File: config.mk
export PLATFORM = sky130hd
export DESIGN_NAME = clock_alarm_setting_controller_core
export DESIGN_NICKNAME = d
export VERILOG_FILES = /design/src/hw/rtl/casc_pkg.sv /design/src/hw/rtl/clock_alarm_setting_controller_core.sv
export SDC_FILE = /design/constraint.sdc
export NUM_CORES = 1
export LEC_CHECK = 0
export BUFFER_PORTS_ARGS = -buffer_cell sky130_fd_sc_hd__buf_2
export CAP_MARGIN = 20
export CORE_MARGIN = 8
export CORE_UTILIZATION = 63
export CTS_CLUSTER_DIAMETER = 100
export DETAILED_ROUTE_END_ITERATION = 8
export HOLD_SLACK_MARGIN = 0.15
export PLACE_DENSITY = 0.83
export SLEW_MARGIN = 20
export SYNTH_ARGS = -nofsm -noshare
export SYNTH_HDL_FRONTEND = slang
export SYNTH_SLANG_ARGS = --single-unit
File: constraint.sdc
create_clock -name clk_i -period 16.1 [get_ports clk_i]
set_input_delay 1.61 -clock clk_i [delete_from_list [all_inputs] [get_ports clk_i]]
set_output_delay 1.61 -clock clk_i [all_outputs]
set_load 0.05 [all_outputs]
File: src/hw/rtl/casc_pkg.sv
// Types, codes and BCD digit helpers for the clock/alarm set controller.
package casc_pkg;

  localparam int unsigned TimeW = 22;

  localparam logic [2:0] CursorMax = 3'd5;

  typedef enum logic [2:0] {
    CMD_SHOW   = 3'd0,
    CMD_ASET   = 3'd1,
    CMD_TSET   = 3'd2,
    CMD_TOGGLE = 3'd3,
    CMD_UP     = 3'd4,
    CMD_DOWN   = 3'd5,
    CMD_LEFT   = 3'd6,
    CMD_RIGHT  = 3'd7
  } cmd_e;

  typedef enum logic [1:0] {
    MODE_SHOW      = 2'd0,
    MODE_ALARM_SET = 2'd1,
    MODE_TIME_SET  = 2'd2,
    MODE_TOGGLE    = 2'd3
  } mode_e;

  typedef logic [TimeW-1:0] bcd_time_t;

  // Digit under the cursor, hours tens zero-extended.
  function automatic logic [3:0] get_digit(input bcd_time_t v, input logic [2:0] pos);
    logic [23:0] w;
    logic [3:0]  d;
    w = {2'b00, v};
    unique case (pos)
      3'd0:    d = w[3:0];
      3'd1:    d = w[7:4];
      3'd2:    d = w[11:8];
      3'd3:    d = w[15:12];
      3'd4:    d = w[19:16];
      3'd5:    d = w[23:20];
      default: d = 4'd0;
    endcase
    return d;
  endfunction

  // One-step increment within hh:mm:ss limits, no carry.
  function automatic bcd_time_t raise_digit(input bcd_time_t v, input logic [2:0] pos);
    logic [23:0] w;
    logic [3:0]  d;
    logic [3:0]  d5;
    logic [3:0]  d4;
    logic        ok;
    w  = {2'b00, v};
    d  = get_digit(v, pos);
    d5 = w[23:20];
    d4 = w[19:16];
    unique case (pos)
      3'd5:       ok = ((d5 < 4'd2) && (d4 < 4'd4)) || (d5 < 4'd1);
      3'd4:       ok = ((d4 < 4'd3) && (d5 <= 4'd2)) || ((d4 < 4'd9) && (d5 <= 4'd1));
      3'd3, 3'd1: ok = d < 4'd5;
      3'd2, 3'd0: ok = d < 4'd9;
      default:    ok = 1'b0;
    endcase
    if (ok) begin
      w = w + (24'd1 << {pos, 2'b00});
    end
    return w[TimeW-1:0];
  endfunction

  // One-step decrement of a nonzero digit, no borrow.
  function automatic bcd_time_t lower_digit(input bcd_time_t v, input logic [2:0] pos);
    logic [23:0] w;
    w = {2'b00, v};
    if ((pos <= CursorMax) && (get_digit(v, pos) != 4'd0)) begin
      w = w - (24'd1 << {pos, 2'b00});
    end
    return w[TimeW-1:0];
  endfunction

endpackage

File: src/hw/rtl/clock_alarm_setting_controller_core.sv
// Top level of the clock/alarm set controller.
//
// Clock/alarm set controller. Each input transaction (command_i, time_value_i)
// yields exactly one output transaction that reports the whole state after
// the command: clock and alarm time as packed BCD hhmmss, mode, alarm enable,
// digit cursor, entry mode, committed edit value and a key flag. The
// transaction is captured in an input register, then one pass of short BCD
// digit logic updates the state, and the state registers themselves form
// the result register. One transaction per cycle is sustained
// while out_stall_i stays low; a stall holds the result and, once the input
// register is full, back-pressures the input side through in_stall_o. Reset
// puts both times to 00:00:00, show mode, cursor 0, alarm off.
module clock_alarm_setting_controller_core
  import casc_pkg::*;
(
  input  logic        clk_i,
  input  logic        rst_ni,
  // input channel
  input  logic        in_valid_i,
  output logic        in_stall_o,
  input  logic [2:0]  command_i,
  input  logic [21:0] time_value_i,
  // output channel
  output logic        out_valid_o,
  input  logic        out_stall_i,
  output logic [21:0] clock_now_o,
  output logic [21:0] alarm_now_o,
  output logic [1:0]  mode_now_o,
  output logic        alarm_enabled_o,
  output logic [2:0]  cursor_pos_o,
  output logic [1:0]  entry_mode_o,
  output logic [21:0] committed_value_o,
  output logic        key_notify_o
);

  // Input stage
  logic      in_vld_q;
  cmd_e      cmd_q;
  bcd_time_t tv_q;

  // State; it doubles as the result register
  logic      out_vld_q, out_vld_d;
  mode_e     mode_q, mode_d;
  logic [2:0] cursor_q, cursor_d;
  bcd_time_t edit_q, edit_d;
  bcd_time_t clock_q, clock_d;
  bcd_time_t alarm_q, alarm_d;
  logic      alarm_on_q, alarm_on_d;
  mode_e     entry_q, entry_d;
  bcd_time_t commit_q, commit_d;
  logic      notify_q, notify_d;

  logic advance;  // input stage moves into the result register
  logic in_take;

  // Result register may be refilled when empty or being drained.
  assign advance    = in_vld_q && (!out_vld_q || !out_stall_i);
  assign in_stall_o = in_vld_q && !advance;
  assign in_take    = in_valid_i && !in_stall_o;

  always_ff @(posedge clk_i or negedge rst_ni) begin
    if (!rst_ni) begin
      in_vld_q <= 1'b0;
    end else begin
      in_vld_q <= in_take || (in_vld_q && !advance);
    end
  end

  always_ff @(posedge clk_i) begin
    if (in_take) begin
      cmd_q <= cmd_e'(command_i);
      tv_q  <= time_value_i;
    end
  end

  // Single-pass state update for the transaction in the input register
  always_comb begin
    mode_e prev;
    mode_d     = mode_q;
    cursor_d   = cursor_q;
    edit_d     = edit_q;
    clock_d    = clock_q;
    alarm_d    = alarm_q;
    alarm_on_d = alarm_on_q;
    entry_d    = entry_q;
    commit_d   = commit_q;
    notify_d   = notify_q;
    out_vld_d  = out_vld_q && out_stall_i;
    prev       = mode_q;

    if (advance) begin
      out_vld_d = 1'b1;
      notify_d  = (cmd_q != CMD_SHOW);

      // mode keys
      unique case (cmd_q)
        CMD_ASET:   mode_d = (prev == MODE_ALARM_SET) ? MODE_SHOW : MODE_ALARM_SET;
        CMD_TSET:   mode_d = (prev == MODE_TIME_SET) ? MODE_SHOW : MODE_TIME_SET;
        CMD_TOGGLE: begin
          mode_d     = MODE_TOGGLE;
          alarm_on_d = !alarm_on_q;
        end
        default:    mode_d = prev;
      endcase

      if (cmd_q == CMD_SHOW) begin
        if (prev != MODE_TIME_SET) begin
          clock_d = tv_q;
        end
      end else begin
        if (mode_d != prev) begin
          cursor_d = '0;
          if ((prev == MODE_TIME_SET) || (prev == MODE_ALARM_SET)) begin
            commit_d = edit_q;
          end
          if (!((mode_d == MODE_TIME_SET) || (mode_d == MODE_ALARM_SET))) begin
            entry_d = MODE_SHOW;
          end
        end

        if ((mode_d == MODE_TIME_SET) || (mode_d == MODE_ALARM_SET)) begin
          // entering a set mode loads the edit value from the target time
          if (prev != mode_d) begin
            edit_d = (mode_d == MODE_TIME_SET) ? clock_q : alarm_q;
          end
          unique case (cmd_q)
            CMD_LEFT:  if (cursor_d < CursorMax) cursor_d = cursor_d + 3'd1;
            CMD_RIGHT: if (cursor_d != 3'd0) cursor_d = cursor_d - 3'd1;
            CMD_UP:    edit_d = raise_digit(edit_d, cursor_d);
            CMD_DOWN:  edit_d = lower_digit(edit_d, cursor_d);
            default:   ;
          endcase
          // edits go live immediately
          if (mode_d == MODE_TIME_SET) begin
            clock_d = edit_d;
            entry_d = MODE_TIME_SET;
          end else begin
            alarm_d = edit_d;
            entry_d = MODE_ALARM_SET;
          end
        end
      end
    end
  end

  always_ff @(posedge clk_i or negedge rst_ni) begin
    if (!rst_ni) begin
      out_vld_q  <= 1'b0;
      mode_q     <= MODE_SHOW;
      cursor_q   <= '0;
      edit_q     <= '0;
      clock_q    <= '0;
      alarm_q    <= '0;
      alarm_on_q <= 1'b0;
      entry_q    <= MODE_SHOW;
      commit_q   <= '0;
      notify_q   <= 1'b0;
    end else begin
      out_vld_q  <= out_vld_d;
      mode_q     <= mode_d;
      cursor_q   <= cursor_d;
      edit_q     <= edit_d;
      clock_q    <= clock_d;
      alarm_q    <= alarm_d;
      alarm_on_q <= alarm_on_d;
      entry_q    <= entry_d;
      commit_q   <= commit_d;
      notify_q   <= notify_d;
    end
  end

  assign out_valid_o       = out_vld_q;
  assign clock_now_o       = clock_q;
  assign alarm_now_o       = alarm_q;
  assign mode_now_o        = mode_q;
  assign alarm_enabled_o   = alarm_on_q;
  assign cursor_pos_o      = cursor_q;
  assign entry_mode_o      = entry_q;
  assign committed_value_o = commit_q;
  assign key_notify_o      = notify_q;

endmodule

==> flow_summary.yaml <==
detailed_routing:
  drtIter0Drc: 1210
  vias_per_cell: 6.95
  vias: 7940
  first_pass_iters: 7
  drt-total-wl_um: 28900
  ant_nets: 0
  post_drt_wl_per_cell_um: 25.3
  drcViolationCount: 0
synth:
  syn_nets: 925
  ys_seq_elements: 124
  syn_avg_cell_area_sq_um: 9.23
  synth_cell_types: 89
  syn_inst: 876
  async_reset_ff_share_pct: 79.8
  synth_edf_count: 25
  seq_area_frac_synth_pct: 39.9
  syn_area_sq_mm: 0.00808
  ys_warn_count: 0
  synth_flop_cell: "dfrtp_1"
setup_path:
  required_ps: 16460
  crit_family: "compound AO/OA/AOI/OAI gates"
  path_cells: "buf_4, inv_1, nor2_1, a22oi_1, ha_2, buf_4, mux2_2, mux2i_1, inv_1, ha_1, nand2b_1, a21o_1, a211o_1, mux2i_1, o21ai_0, a21boi_0, o21ai_0, xnor2_1, mux2i_1, a211oi_1, mux2_2"
  start_kind: "flop"
  arrival_ps: 6270
  worst-path-buf-inv: 4
  worst_path_max_delay_cell: "buf_4"
  crit_path_max_fanout: 48
  critPathCaptureType: "flop"
  crit_type: "reg2reg"
  cp_common_cell: "mux2i_1"
  max_stage_delay_ps: 470
run:
  cap_violations: 0
clocking:
  ctsHoldBuffers: 0
  cts-htree-levels: 4
  post_cts_resized: 0
  clock_latency_ps: 430
  clock_sinks: 124
  ctsLongestPathBuffers: 2
  cts_setup_buffers: 0
  clkTransAtPathRegs_ps: 60
  cts_buffers: 17
  cts-root-buf: "clkbuf_16"
  tritoncts: "yes"
global_route:
  grt_start_max_net_pins: 53
  overflow: 0
  grt_first_pass_wirelength_um: 44500
  grtUsageTotal_pct: 35.3
  grt_antenna_before_repair: 1
  grt_pass1_vias: 7633
die:
  dieArea_sq_mm: 0.0167
  die_x_um: 129
  core_sq_mm: 0.0126
  start_util_pct: 64.3
  rows: 41
  io_pins: 106
  dieHeight_um: 129
sta:
  max_freq_mhz: 169
  tightestPinTransition_ps: 1150
  whs_ps: 472
  fin_crit_sh_pct: 36.7
  hold_viol_final: 0
  max_slew_margin_pct: 23.3
  finalWorstSetupSlack_ps: 10200
  rsz0062_at_grt: "no"
  final-max-slew-violation-count: 0
  fin_skew_ps: 16.1
  setup_viol: 0
  fin_setup_tns_ps: 0
  fin_crit_ps: 5900
cells_and_area:
  drive_gt1_share_pct: 24.1
  nets: 1006
  syn_to_final_growth_pct: 14.4
power:
  ir_drop_v: 0.000161
  p_per_area_mw_per_mm2: 230
  total_leakage_power_nw: 4.10
place:
  place_congestion: 1.02
  dp_hpwl_um: 20800
  port_buffers: 105
  place_ws_ps: 10430
outcome:
  run_status: "completed"
min_path:
  hp-class: "reg2reg"
==> metrics by stage <==
step	instances	util [%]	area [sq um]	power, mW
after floorplan	876	-	8080	1.35
after global placement	1110	69.0	8670	1.69
after detailed placement	1110	69.0	8670	1.70
after CTS	1142	73.5	9240	2.09
after global routing	1142	73.6	9250	2.22
final	1143	73.6	9250	2.13
==> where the power goes <==
part           internal, mW  switching, mW
Clock                 0.229          0.154
Sequential            0.425          0.135
Combinational         0.345          0.841
Total                 0.999           1.13
==> placed cells by master, fill, tap and decap left out, drive strengths merged, types with 5 or more instances in the layout <==
cell,count
or2,6
o211ai,10
nor3,25
buf,113
clkinv,5
and3,23
a21oi,50
nand3b,5
and2,8
and3b,6
nand2,94
or4,7
o22ai,7
edfxtp,25
a211oi,8
mux2,57
o31ai,7
a31oi,9
clkbuf,19
nand3,29
o21ai,79
nand4,6
xnor2,12
xor2,10
mux2i,29
or3,12
nand2b,11
o21a,5
nor2,64
nor2b,7
dfrtp,99
nor4,5
inv,27
ha,20
==> tightest hold or removal path, delay by kind of cell, from the launching register on <==
family          cells  cell delay (ps)
flops               1              340
compound gates      1               60
simple gates        1               40
==> sequential cells by signal (all words and copies together), names as in the netlist <==
register and flops:
alarm_enabled_o 1, tv_q 22, cursor_pos_o 3, clock_now_o 22, mode_now_o 2, entry_mode_o 2, in_vld_q 1, committed_value_o 22
edit_q 22, cmd_q 3, out_valid_o 1, key_notify_o 1, alarm_now_o 22
==> area by class of cell <==
cell class	count	area, sq um
Multi-Input combinational cell	677	4550
Fill cell	903	3320
Sequential cell	124	3230
Timing Repair Buffer	113	588
Clock buffer	19	433
Tap cell	172	215
Clock inverter	13	144
Inverter	24	90.1
Antenna cell	1	2.50
==> cell families after synthesis <==
kind of cell | share of synthesized area (%)
fa+ha+maj | 3.10
xor+xnor | 2.38
compound gates | 19.0
simple gates | 20.1
flops | 39.9
buf+inv | 3.99
mux | 11.5
==> synth_stat cells (5+ instances only) <==
library cell	n	area, sq um
mux2i_1	29	290
nand2b_1	11	68.8
o211ai_1	9	67.6
or4_1	6	45.0
nand3_1	28	140
clkbuf_1	34	128
a211oi_1	8	60.1
o21ai_0	70	350
ha_1	20	250
xor2_1	10	87.6
o22ai_1	7	43.8
nand4_1	6	37.5
edfxtp_1	25	751
a21oi_1	49	245
dfrtp_1	99	2480
mux2_2	57	642
and3_1	23	144
o21ai_1	7	35.0
nor2_1	64	240
nor3_1	24	120
and2_1	8	50.1
nand3b_1	5	37.5
a31oi_1	9	56.3
buf_2	9	45.0
inv_1	23	86.3
xnor2_1	12	105
nor4_1	5	31.3
o31ai_1	7	52.6
or3_1	11	68.8
nand2_1	94	353
and3b_1	6	52.6
nor2b_1	7	43.8
or2_2	5	31.3
==> routing by layer <==
| layer | GRT usage (%) | part of all wire (%) |
|---|---|---|
| met5 | 0 | 0.062 |
| met4 | 13.9 | 3.1 |
| met3 | 12.3 | 14 |
| met2 | 51.3 | 44 |
| met1 | 47.1 | 39 |
==> final timing paths <==
kind	from	endpoint	slack, ps	cells after the start
setup / recovery	cmd_q[0]	alarm_now_o[20]	10200	21
hold / removal	committed_value_o[1]	committed_value_o[1]	470	2
setup reg to reg	cmd_q[0]	alarm_now_o[20]	10200	21
hold reg to reg	committed_value_o[1]	committed_value_o[1]	470	2
max in group asynchronous	rst_ni	committed_value_o[19]	13790	2
min in group asynchronous	rst_ni	out_valid_o	1190	1
Note: power is estimated with default switching activity, not from simulation.
